$ cat config.mk
export PLATFORM = sky130hd
export DESIGN_NAME = accel_tilt_wake_gesture_detector_unit
export DESIGN_NICKNAME = d
export VERILOG_FILES = /design/src/hw/rtl/atwgd_pkg.sv /design/src/hw/rtl/accel_tilt_wake_gesture_detector_unit.sv /design/src/hw/rtl/atwgd_front.sv /design/src/hw/rtl/atwgd_gate.sv /design/src/hw/rtl/atwgd_oq.sv
export SDC_FILE = /design/constraint.sdc
export NUM_CORES = 2
export LEC_CHECK = 0
export BUFFER_PORTS_ARGS = -buffer_cell sky130_fd_sc_hd__buf_2
export CAP_MARGIN = 10
export CORE_MARGIN = 10
export CORE_UTILIZATION = 53
export CTS_BUF_LIST = sky130_fd_sc_hd__clkbuf_8
export DETAILED_ROUTE_END_ITERATION = 6
export HOLD_SLACK_MARGIN = 0.06
export PLACE_DENSITY_LB_ADDON = 0.08
export SYNTH_ARGS = -nofsm -noshare
export SYNTH_HDL_FRONTEND = slang
export SYNTH_SLANG_ARGS = --single-unit
$ cat constraint.sdc
create_clock -name clk -period 17.3 [get_ports clk]
set_clock_uncertainty 0.1 [all_clocks]
set_input_delay 2.595 -clock clk [delete_from_list [all_inputs] [get_ports clk]]
set_output_delay 2.595 -clock clk [all_outputs]
set_load 0.02 [all_outputs]
$ cat src/hw/rtl/atwgd_pkg.sv
package atwgd_pkg;

	localparam int ONE_G_DEF = 4096;

	localparam int ACC_W = 16;
	localparam int TIME_W = 48;
	localparam int THR_W = 15;
	localparam int COOL_W = 24;
	localparam int CFG_IDX_W = 3;
	localparam int CFG_DATA_W = 24;
	localparam int SQ_W = 31;
	localparam int MAG_W = 32;

	localparam int OQ_DEPTH = 4;
	localparam int OQ_PTR_W = $clog2(OQ_DEPTH);
	localparam int OQ_CNT_W = $clog2(OQ_DEPTH + 1);

	localparam logic [CFG_IDX_W-1:0] REG_TILT_THR = 3'd0;
	localparam logic [CFG_IDX_W-1:0] REG_TILT_REL = 3'd1;
	localparam logic [CFG_IDX_W-1:0] REG_LIFT_THR = 3'd2;
	localparam logic [CFG_IDX_W-1:0] REG_COOLDOWN = 3'd3;

	localparam logic [THR_W-1:0] TILT_THR_RST = 15'd1843;
	localparam logic [THR_W-1:0] TILT_REL_RST = 15'd1024;
	localparam logic [THR_W-1:0] LIFT_THR_RST = 15'd1434;
	localparam logic [COOL_W-1:0] COOLDOWN_RST = 24'd1200000;

	typedef enum logic [1:0] {
		GEST_WAKE = 2'd0,
		GEST_NEXT = 2'd1,
		GEST_PREV = 2'd2
	} gesture_t;

	typedef struct packed {
		logic [THR_W-1:0]  tilt_thr;
		logic [THR_W-1:0]  tilt_rel;
		logic [THR_W-1:0]  lift_thr;
		logic [COOL_W-1:0] cooldown;
	} cfg_t;

	typedef struct packed {
		logic              wake;
		logic              tilt_pos;
		logic              tilt_neg;
		logic              tilt_rel;
		logic [TIME_W-1:0] now;
	} feat_t;

	typedef struct packed {
		logic [1:0] n;
		gesture_t   g0;
		logic       l0;
		gesture_t   g1;
	} push_t;

endpackage

$ cat src/hw/rtl/accel_tilt_wake_gesture_detector_unit.sv
// Tilt and wake gesture detector for a three-axis accelerometer.
//
// Input channel (in_valid / in_ready): one word per sample, signed x, y, z
// in ONE_G counts per g plus a 48-bit microsecond stamp. A word is taken in
// every cycle while in_ready is high, so the sustained rate is one sample per
// cycle as long as results drain.
// Output channel (out_valid / out_ready): zero, one or two result words per
// sample, wake first, then tilt; last_of_run marks the final word of a sample.
// Path: a sample taken in passes registers s1, s2 and s3 to the cooldown gate,
// and its result words are written into the output queue before they show.
// The three-stage datapath (squares, magnitude compare, cooldown gate) feeds
// the four-word output queue, which drains one word per cycle while out_ready
// is high: a sample with two results occupies two queue slots.
// Stall: when a sample waits at the gate stage and the queue holds fewer than
// two free slots (out_ready low), the whole pipeline holds and in_ready drops.
// Reset: config registers return to their defaults, tilt is armed, the last
// emit stamp is zero and the pipeline and queue are empty.
// Config: cfg_we writes cfg_wdata (masked) to the register named by
// cfg_index; write only while no sample is in flight.
module accel_tilt_wake_gesture_detector_unit
	import atwgd_pkg::*;
#(
	parameter int ONE_G = ONE_G_DEF
) (
	input  logic                     clk,
	input  logic                     arst_n,
	input  logic                     cfg_we,
	input  logic [CFG_IDX_W-1:0]     cfg_index,
	input  logic [CFG_DATA_W-1:0]    cfg_wdata,
	input  logic                     in_valid,
	output logic                     in_ready,
	input  logic signed [ACC_W-1:0]  accel_x,
	input  logic signed [ACC_W-1:0]  accel_y,
	input  logic signed [ACC_W-1:0]  accel_z,
	input  logic [TIME_W-1:0]        now_us,
	output logic                     out_valid,
	input  logic                     out_ready,
	output logic [1:0]               gesture,
	output logic                     last_of_run
);

	cfg_t  cfg_q;
	feat_t feat;
	push_t push;
	logic  feat_valid, space2, adv, fire;

	// config registers, masked to their widths
	always_ff @(posedge clk or negedge arst_n) begin
		if (!arst_n) begin
			cfg_q.tilt_thr <= TILT_THR_RST;
			cfg_q.tilt_rel <= TILT_REL_RST;
			cfg_q.lift_thr <= LIFT_THR_RST;
			cfg_q.cooldown <= COOLDOWN_RST;
		end else if (cfg_we) begin
			unique case (cfg_index)
				REG_TILT_THR: cfg_q.tilt_thr <= cfg_wdata[THR_W-1:0];
				REG_TILT_REL: cfg_q.tilt_rel <= cfg_wdata[THR_W-1:0];
				REG_LIFT_THR: cfg_q.lift_thr <= cfg_wdata[THR_W-1:0];
				REG_COOLDOWN: cfg_q.cooldown <= cfg_wdata[COOL_W-1:0];
				default: ;
			endcase
		end
	end

	// advance the pipeline unless the gate stage holds a sample and the queue
	// cannot take two words
	assign adv      = !feat_valid || space2;
	assign fire     = feat_valid && adv;
	assign in_ready = adv;

	atwgd_front #(
		.ONE_G (ONE_G)
	) u_front (
		.clk        (clk),
		.arst_n     (arst_n),
		.adv        (adv),
		.in_take    (in_valid),
		.accel_x    (accel_x),
		.accel_y    (accel_y),
		.accel_z    (accel_z),
		.now_us     (now_us),
		.cfg        (cfg_q),
		.feat_valid (feat_valid),
		.feat       (feat)
	);

	atwgd_gate u_gate (
		.clk      (clk),
		.arst_n   (arst_n),
		.fire     (fire),
		.feat     (feat),
		.cooldown (cfg_q.cooldown),
		.push     (push)
	);

	atwgd_oq u_oq (
		.clk       (clk),
		.arst_n    (arst_n),
		.push      (push),
		.pop       (out_valid && out_ready),
		.space2    (space2),
		.not_empty (out_valid),
		.head_g    (gesture),
		.head_l    (last_of_run)
	);

endmodule

$ cat src/hw/rtl/atwgd_front.sv
module atwgd_front
	import atwgd_pkg::*;
#(
	parameter int ONE_G = ONE_G_DEF
) (
	input  logic                     clk,
	input  logic                     arst_n,
	input  logic                     adv,
	input  logic                     in_take,
	input  logic signed [ACC_W-1:0]  accel_x,
	input  logic signed [ACC_W-1:0]  accel_y,
	input  logic signed [ACC_W-1:0]  accel_z,
	input  logic [TIME_W-1:0]        now_us,
	input  cfg_t                     cfg,
	output logic                     feat_valid,
	output feat_t                    feat
);

	localparam int HI_W = $clog2(ONE_G + 32768);
	localparam int HSQ_W = 2 * HI_W;
	localparam int CMP_W = (HSQ_W > MAG_W) ? HSQ_W : MAG_W;

	logic                    v_s1, v_s2, v_s3;
	logic signed [ACC_W-1:0] x_s1, y_s1, z_s1;
	logic [TIME_W-1:0]       now_s1, now_s2, now_s3;
	logic [SQ_W-1:0]         xx_s2, yy_s2, zz_s2;
	logic                    pos_s2, neg_s2, rel_s2;
	logic                    pos_s3, neg_s3, rel_s3, wake_s3;

	logic [HI_W-1:0]  hi_c, lo_c;
	logic [HSQ_W-1:0] hi_sq_q, lo_sq_q;
	logic             lo_pos_q;

	logic signed [31:0]      xx_c, yy_c, zz_c;
	logic signed [ACC_W:0]   sx_c, thr_c;
	logic [ACC_W:0]          ax_c;
	logic [MAG_W-1:0]        mag_c;
	logic [CMP_W-1:0]        mag_x, hi_x, lo_x;

	// thresholds squared, refreshed from the config registers every cycle
	assign hi_c = HI_W'(ONE_G) + HI_W'(cfg.lift_thr);
	assign lo_c = HI_W'(ONE_G) - HI_W'(cfg.lift_thr);

	always_ff @(posedge clk) begin
		hi_sq_q  <= HSQ_W'(hi_c) * HSQ_W'(hi_c);
		lo_sq_q  <= HSQ_W'(lo_c) * HSQ_W'(lo_c);
		lo_pos_q <= HI_W'(cfg.lift_thr) < HI_W'(ONE_G);
	end

	assign xx_c  = 32'(x_s1) * 32'(x_s1);
	assign yy_c  = 32'(y_s1) * 32'(y_s1);
	assign zz_c  = 32'(z_s1) * 32'(z_s1);
	assign sx_c  = {x_s1[ACC_W-1], x_s1};
	assign thr_c = $signed({2'b00, cfg.tilt_thr});
	assign ax_c  = x_s1[ACC_W-1] ? (ACC_W+1)'(-sx_c) : (ACC_W+1)'(sx_c);

	assign mag_c = MAG_W'(xx_s2) + MAG_W'(yy_s2) + MAG_W'(zz_s2);
	assign mag_x = CMP_W'(mag_c);
	assign hi_x  = CMP_W'(hi_sq_q);
	assign lo_x  = CMP_W'(lo_sq_q);

	always_ff @(posedge clk or negedge arst_n) begin
		if (!arst_n) begin
			v_s1 <= 1'b0;
			v_s2 <= 1'b0;
			v_s3 <= 1'b0;
		end else if (adv) begin
			v_s1 <= in_take;
			v_s2 <= v_s1;
			v_s3 <= v_s2;
		end
	end

	always_ff @(posedge clk) begin
		if (adv) begin
			x_s1    <= accel_x;
			y_s1    <= accel_y;
			z_s1    <= accel_z;
			now_s1  <= now_us;
			xx_s2   <= xx_c[SQ_W-1:0];
			yy_s2   <= yy_c[SQ_W-1:0];
			zz_s2   <= zz_c[SQ_W-1:0];
			pos_s2  <= sx_c > thr_c;
			neg_s2  <= sx_c < -thr_c;
			rel_s2  <= ax_c < {2'b00, cfg.tilt_rel};
			now_s2  <= now_s1;
			wake_s3 <= (mag_x > hi_x) || (lo_pos_q && (mag_x < lo_x));
			pos_s3  <= pos_s2;
			neg_s3  <= neg_s2;
			rel_s3  <= rel_s2;
			now_s3  <= now_s2;
		end
	end

	assign feat_valid    = v_s3;
	assign feat.wake     = wake_s3;
	assign feat.tilt_pos = pos_s3;
	assign feat.tilt_neg = neg_s3;
	assign feat.tilt_rel = rel_s3;
	assign feat.now      = now_s3;

endmodule

$ cat src/hw/rtl/atwgd_gate.sv
module atwgd_gate
	import atwgd_pkg::*;
(
	input  logic              clk,
	input  logic              arst_n,
	input  logic              fire,
	input  feat_t             feat,
	input  logic [COOL_W-1:0] cooldown,
	output push_t             push
);

	logic              armed_q;
	logic [TIME_W-1:0] last_q;

	logic [TIME_W:0] diff_c;
	logic            diff_ok, wake_emit, tilt_hit, tilt_ok, tilt_emit;
	gesture_t        tilt_g;

	// signed difference of two 48-bit stamps fits in 49 bits
	assign diff_c    = {1'b0, feat.now} - {1'b0, last_q};
	assign diff_ok   = !diff_c[TIME_W] && (diff_c[TIME_W-1:0] >= TIME_W'(cooldown));
	assign wake_emit = feat.wake && diff_ok;
	assign tilt_hit  = armed_q && (feat.tilt_pos || feat.tilt_neg);
	assign tilt_g    = feat.tilt_pos ? GEST_NEXT : GEST_PREV;
	// a wake emit just moved the stamp to now, so the gap is zero
	assign tilt_ok   = wake_emit ? (cooldown == '0) : diff_ok;
	assign tilt_emit = tilt_hit && tilt_ok;

	always_ff @(posedge clk or negedge arst_n) begin
		if (!arst_n) begin
			armed_q <= 1'b1;
			last_q  <= '0;
		end else if (fire) begin
			if (wake_emit || tilt_emit) begin
				last_q <= feat.now;
			end
			if (tilt_hit) begin
				armed_q <= 1'b0;
			end else if (!armed_q && feat.tilt_rel) begin
				armed_q <= 1'b1;
			end
		end
	end

	always_comb begin
		push.n  = fire ? ({1'b0, wake_emit} + {1'b0, tilt_emit}) : 2'd0;
		push.g0 = wake_emit ? GEST_WAKE : tilt_g;
		push.l0 = !(wake_emit && tilt_emit);
		push.g1 = tilt_g;
	end

endmodule

$ cat src/hw/rtl/atwgd_oq.sv
module atwgd_oq
	import atwgd_pkg::*;
(
	input  logic       clk,
	input  logic       arst_n,
	input  push_t      push,
	input  logic       pop,
	output logic       space2,
	output logic       not_empty,
	output logic [1:0] head_g,
	output logic       head_l
);

	logic [2:0]          mem_q [OQ_DEPTH];
	logic [OQ_PTR_W-1:0] wp_q, rp_q;
	logic [OQ_CNT_W-1:0] cnt_q;
	logic [OQ_PTR_W-1:0] wp1;

	assign wp1 = wp_q + OQ_PTR_W'(1);

	always_ff @(posedge clk) begin
		if (push.n != 2'd0) begin
			mem_q[wp_q] <= {push.g0, push.l0};
		end
		if (push.n == 2'd2) begin
			mem_q[wp1] <= {push.g1, 1'b1};
		end
	end

	always_ff @(posedge clk or negedge arst_n) begin
		if (!arst_n) begin
			wp_q  <= '0;
			rp_q  <= '0;
			cnt_q <= '0;
		end else begin
			wp_q  <= wp_q + OQ_PTR_W'(push.n);
			rp_q  <= rp_q + OQ_PTR_W'(pop);
			cnt_q <= cnt_q + OQ_CNT_W'(push.n) - OQ_CNT_W'(pop);
		end
	end

	assign space2    = cnt_q <= OQ_CNT_W'(OQ_DEPTH - 2);
	assign not_empty = cnt_q != '0;
	assign head_g    = mem_q[rp_q][2:1];
	assign head_l    = mem_q[rp_q][0];

endmodule
Word-level counts from Yosys, hierarchy flattened
Memory sizes are Yosys's and may differ from the RTL's.
Index checks and enable logic that the tools add are counted.

word-level totals
  memories = 1
  bits in registers = 485
  bits in latches = 0
  memory bits (writable) = 12
  output and inout port bits = 5
  input bits = 128
  bits in read-only memories = 0
  logic and storage cells = 101

cells by class
  equality and inequality tests = 4
  divide/modulo/power cells = 0
  bitwise gates (word level) = 0
  reduce and logical (&&, ||, !) cells = 28
  add/subtract/negate cells = 13
  mux-type cells = 11
  order comparisons = 8
  $mul = 5
  shifts and indexed selects = 0

memory list
  memory      words  width  read ports  clocked after Yosys merged registers in  wr ports  line            source
  u_oq.mem_q  4      3      1           0                                        2         atwgd_oq.sv:14  logic [2:0] mem_q [OQ_DEPTH];

operator list
  kind                                                   count
  multiplier 16 x 16 -> 31 bit                           3
  multiplier 16 x 16 -> 32 bit                           2
  subtractor 48 x 48 -> 49 bit                           1
  greater-or-equal comparator 48 x 24 -> 1 bit           1
  adder 31 x 31 -> 32 bit                                1
  adder 32 x 31 -> 32 bit                                1
  > comparator 32 bit                                    1
  < comparator 32 bit                                    1
  logical NOT 24 bit                                     1
  < comparator 16 x 17 -> 1 bit                          1
  < comparator 17 x 15 -> 1 bit                          1
  2-to-1 mux 17 bit                                      1
  negator 15 -> 17 bit                                   1
  negator 16 -> 17 bit                                   1
  adder 13 x 15 -> 16 bit (first input constant)         1
  > comparator 16 bit                                    1
  subtractor 13 x 15 -> 16 bit (first input constant)    1
  < comparator 15 x 13 -> 1 bit (second input constant)  1
  AND reduction 2 bit                                    6
  logical AND 1 bit                                      9
  2-to-1 mux 1 bit                                       7
  == test 3 x 2 -> 1 bit (second input constant)         2
  2-to-1 mux 2 bit                                       3
  logical NOT 1 bit                                      4
  13 further kinds                                       17

Longest topological paths before layout
  word-level depth = 11
  depth in mapped cells = 36
  mapped depth without buffers = 34

Hierarchy
A second synthesis with hierarchy kept.

unflattened totals
  cells, all modules = 6466
  area, all modules = 64856.0 µm²

by module, submodules not included
  module                                 cells each  seq. area each (µm²)  area each (µm²)  times used
  atwgd_front                            5420        9974.6                55206.7          1
  atwgd_gate                             807         1227.4                5820.6           1
  accel_tilt_wake_gesture_detector_unit  152         1754.2                2783.9           1
  atwgd_oq                               87          495.5                 1044.8           1

Least setup slack after synthesis
OpenSTA, ideal clock, no wires.

  path type = reg-to-output
  start point = reg u_oq.cnt_q[1]
  end point = out in_ready
  data required time = 14.605 ns
  path slack = 6.829 ns
  data arrival time = 7.776 ns
  buffers on the path = 0
  stages on the path, launching flop included = 3
  cells stage by stage = dfrtp_1 -> a21oi_1 -> nand2b_1

on the way
  word-level cells in the longest chain between the ends = 2

RTL lines
  item                                     line                                         source
  from (decl)                              atwgd_oq.sv:16                               logic [OQ_CNT_W-1:0] cnt_q;
  from (signal assigned)                   atwgd_oq.sv:38                               cnt_q <= cnt_q + OQ_CNT_W'(push.n) - OQ_CNT_W'(pop);
  less-or-equal comparator 3 x 2 -> 1 bit  atwgd_oq.sv:42                               assign space2 = cnt_q <= OQ_CNT_W'(OQ_DEPTH - 2);
  logical OR 1 bit                         accel_tilt_wake_gesture_detector_unit.sv:67  assign adv = !feat_valid || space2;
  to (decl)                                accel_tilt_wake_gesture_detector_unit.sv:31  output logic in_ready,

No other way between the ends.

Final worst setup path
  start point = reg cfg_q[24] (netlist bit)
  end point = reg u_front.lo_sq_q[30]

on the way
  word-level cells in the longest chain between the ends = 2

RTL lines
  item                          line                                         source
  from (decl)                   accel_tilt_wake_gesture_detector_unit.sv:42  cfg_t cfg_q;
  subtractor 13 x 15 -> 16 bit  atwgd_front.sv:42                            assign lo_c = HI_W'(ONE_G) - HI_W'(cfg.lift_thr);
  multiplier 16 x 16 -> 32 bit  atwgd_front.sv:46                            lo_sq_q <= HSQ_W'(lo_c) * HSQ_W'(lo_c);
  to (signal assigned)          atwgd_front.sv:46
  to (decl)                     atwgd_front.sv:31                            logic [HSQ_W-1:0] hi_sq_q, lo_sq_q;

No other way between the ends.
A chain may end at the register's enable or synchronous reset.

==> results by group <==
Placement
  • Final GP Congestion: 0.913
  • Placement-stage cell area: 0.0665 mm2
  • DP Wirelength: 122000 um
  • Number of instances in the placed design: 7997
  • Port Buf Inserts: 132

Logic synthesis
  • Share of flip-flops with an asynchronous set or reset after synthesis: 26.1%
  • Avg Synthesized Cell Area: 10.1 um2
  • Distinct cell type count after synthesis: 87
  • Total number of yosys warnings: 0
  • Top_reg_cell synth: edfxtp_1
  • Top cell type by total area after synthesis: fa_1
  • Fraction of post-synthesis cell area in the top cell type by area: 33.1%
  • Top post-synthesis cells by area: fa_1, edfxtp_1, ha_1
  • Number of synthesized flops with an enable pin: 297
  • Share of synthesized area occupied by flip-flops and latches: 21.0%
  • Synthesis-stage register bit count: 490
  • Post-synthesis instance area: 0.0640 mm2
  • Gate count of the mapped netlist: 6361

Die
  • Die Ht: 368 um
  • Starting Density: 53.4%
  • Width of the die: 368 um
  • Die Outline Area: 0.135 mm2
  • FP Rows: 127
  • Number of ports placed on the die boundary: 133
  • Area of the core: 0.120 mm2

Route
  • Number of remaining DRC errors: 0
  • Detailed Route Iter0 Violations: 2345
  • Vias per std cell: 5.22
  • Mean routed wirelength per cell: 18.3 um
  • DR vias: 42671
  • Detailed-routing iteration count for the pre-antenna-repair pass: 5
  • Remaining antenna violation count: 0
  • Routed wire length: 149000 um

Clocking
  • Clock tree sinks: 490
  • Clock Tree Root: clkbuf_8
  • Number of CTS-inserted buffers: 92
  • Level count of the clock H-tree: 3
  • Post-cts hold buffer count: 0
  • Setup Fix Bufs, Post-CTS: 0
  • Max clock buf depth: 3
  • Clock edge transition at the registers on the reported setup and hold paths: 0.06 ns
  • TritonCTS clock tree: yes
  • Resized cells post-CTS: 0
  • Insertion delay to the later sink of the worst-skew pair: 0.80 ns

Cells and area
  • Leading cell type in the layout, fill and taps excluded: inv_1
  • Fraction of final layout cells with drive strength greater than 1: 7.02%
  • Syn-to-layout area delta: 6.82%
  • Count of placed standard cells in the final layout, fillers left out: 8170
  • Highest-count cells in the layout ignoring fill and taps: inv_1, fa_1, ha_1
  • Post-Layout Inst Area: 0.0684 mm2
  • Final layout net count: 8332

Global routing
  • Maximum number of pins on one net before global-route repair: 154
  • Global-route wire length before repair: 247000 um
  • Number of antenna violations at the first check in global routing: 4
  • Global-route usage over all layers: 22.8%
  • Total grt overflow: 0
  • Number of global-route vias before repair: 45816

Timing
  • Count of final max-slew check failures: 0
  • RSZ-0062 raised after global routing: false
  • Clock period minus final worst setup slack: 9.72 ns
  • Highest clock rate: 103 MHz
  • Worst slew pin tran: 1.06 ns
  • Final worst path period share: 56.2%
  • Number of endpoints with negative hold slack in the final report: 0
  • Worst slew margin: 28.9%
  • Setup tns final: 0 ns
  • Total setup violations reported at the end of the flow: 0
  • Worst Hold Margin: 0.294 ns

Setup path
  • Reg2Reg Capture Point: u_front.lo_sq_q[30]$_DFF_P_
  • Count of buffering cells on the critical path with inverters included: 5
  • Req. time, crit path: 17.91 ns
  • Worst R2R Start: cfg_q[24]$_DFFE_PN0P_
  • Kind of critical path: reg2reg
  • Library cell contributing the largest single delay on the critical path: xnor2_1
  • Setup slack of the most critical reg-to-reg path: 7.58 ns
  • Type of element capturing the critical path: flip-flop
  • Cell type group with the largest total delay on the critical path: adder cells
  • Setup crit start kind: flip-flop
  • WP depth: 29
  • Critical Path Most Common Cell: fa_1
  • Arrival time reported for the critical path endpoint: 10.34 ns
  • Top fanout value on the critical path: 20
  • Reg2Reg Depth: 29
  • Largest stage delay on the critical path: 0.68 ns

Outcome
  • Outcome: finished clean

Min path
  • Number of cells traversed by the worst hold path: 0
  • Hold Path End: u_front.now_s2[32]$_DFFE_PP_
  • Hold path startpoint: u_front.now_s1[32]$_DFFE_PP_
  • Class of the tightest hold or removal check: reg2reg

Flow run
  • Max-Cap Viols: 0
-- cells in the mapped netlist, drive strengths merged (38+ instances only) --
cell	instances
inv	1571
clkbuf	132
fa	1059
a21o	92
a21oi	192
xor2	81
ha	666
dfrtp	105
nand3	58
mux2	84
xnor2	197
nor2b	51
nor2	306
edfxtp	297
nand2	455
o21a	43
dfxtp	65
nand4	38
nor3	54
o21ai	160
nand2b	58
and2	194
-- registers in the layout (all words and copies together), names as in the netlist, 2 cells and up --
name,count
u_oq.cnt_q,3
u_front.hi_sq_q,31
u_oq.rp_q,2
u_gate.last_q,48
u_front.now_s3,48
u_oq.wp_q,2
u_front.zz_s2,30
u_front.xx_s2,30
u_front.now_s1,48
u_front.y_s1,16
u_front.lo_sq_q,29
u_front.now_s2,48
u_oq.mem_q,12
cfg_q,69
u_front.x_s1,16
u_front.z_s1,16
u_front.yy_s2,30
-- worst max-delay path by stage --
stage | start | end | slack, ns
floorplan | u_oq.cnt_q[1]$_DFF_PN0_ | in_ready | 6.83
global placement | cfg_q[24]$_DFFE_PN0P_ | u_front.lo_sq_q[30]$_DFF_P_ | 7.95
detailed placement | cfg_q[24]$_DFFE_PN0P_ | u_front.lo_sq_q[30]$_DFF_P_ | 7.74
CTS | cfg_q[24]$_DFFE_PN0P_ | u_front.lo_sq_q[30]$_DFF_P_ | 7.70
global route | cfg_q[24]$_DFFE_PN0P_ | u_front.lo_sq_q[30]$_DFF_P_ | 7.05
finish | cfg_q[24]$_DFFE_PN0P_ | u_front.lo_sq_q[30]$_DFF_P_ | 7.58
-- logic make-up (layout without fill, tap and decap cells) --
family          Yosys count  count (layout)  synth area share (%)
compound gates          705             705                  7.19
xor+xnor                278             278                  3.80
fa+ha+maj              1725            1725                  46.1
buf+inv                1729            1922                  10.2
flops                   490             490                  21.0
mux                      90              90                  1.63
other cells               2               6                0.0117
simple gates           1342            1342                  10.0
-- per-stage QoR --
step                      setup slack, ns  util [%]
after floorplan                      6.83         -
after global placement               7.95      55.4
after detailed placement             7.74      55.4
after CTS                            7.70      57.0
after global routing                 7.05      57.0
final                                7.58      57.0
-- layer usage --
metal	share of wire [%]	track usage, %	routed length (um)
met1	44	31.0	65800
met2	49	38.3	73100
met3	4.4	2.92	6610
met4	2.6	6.19	3890
met5	0.015	0	22
-- cell type report --
type	instances	area, um2
repair buffers	165	927
multi-input cells	4144	44100
diodes	2	5.00
clock buffers	99	1360
flip-flops and latches	490	13500
well taps	1612	2020
fillers	10685	51600
clock inverters	72	577
inverters	1586	5950
Power is left out: the tool's default activity adds up to more than one toggle a clock period on the data nets, which glitch-free logic cannot reach.
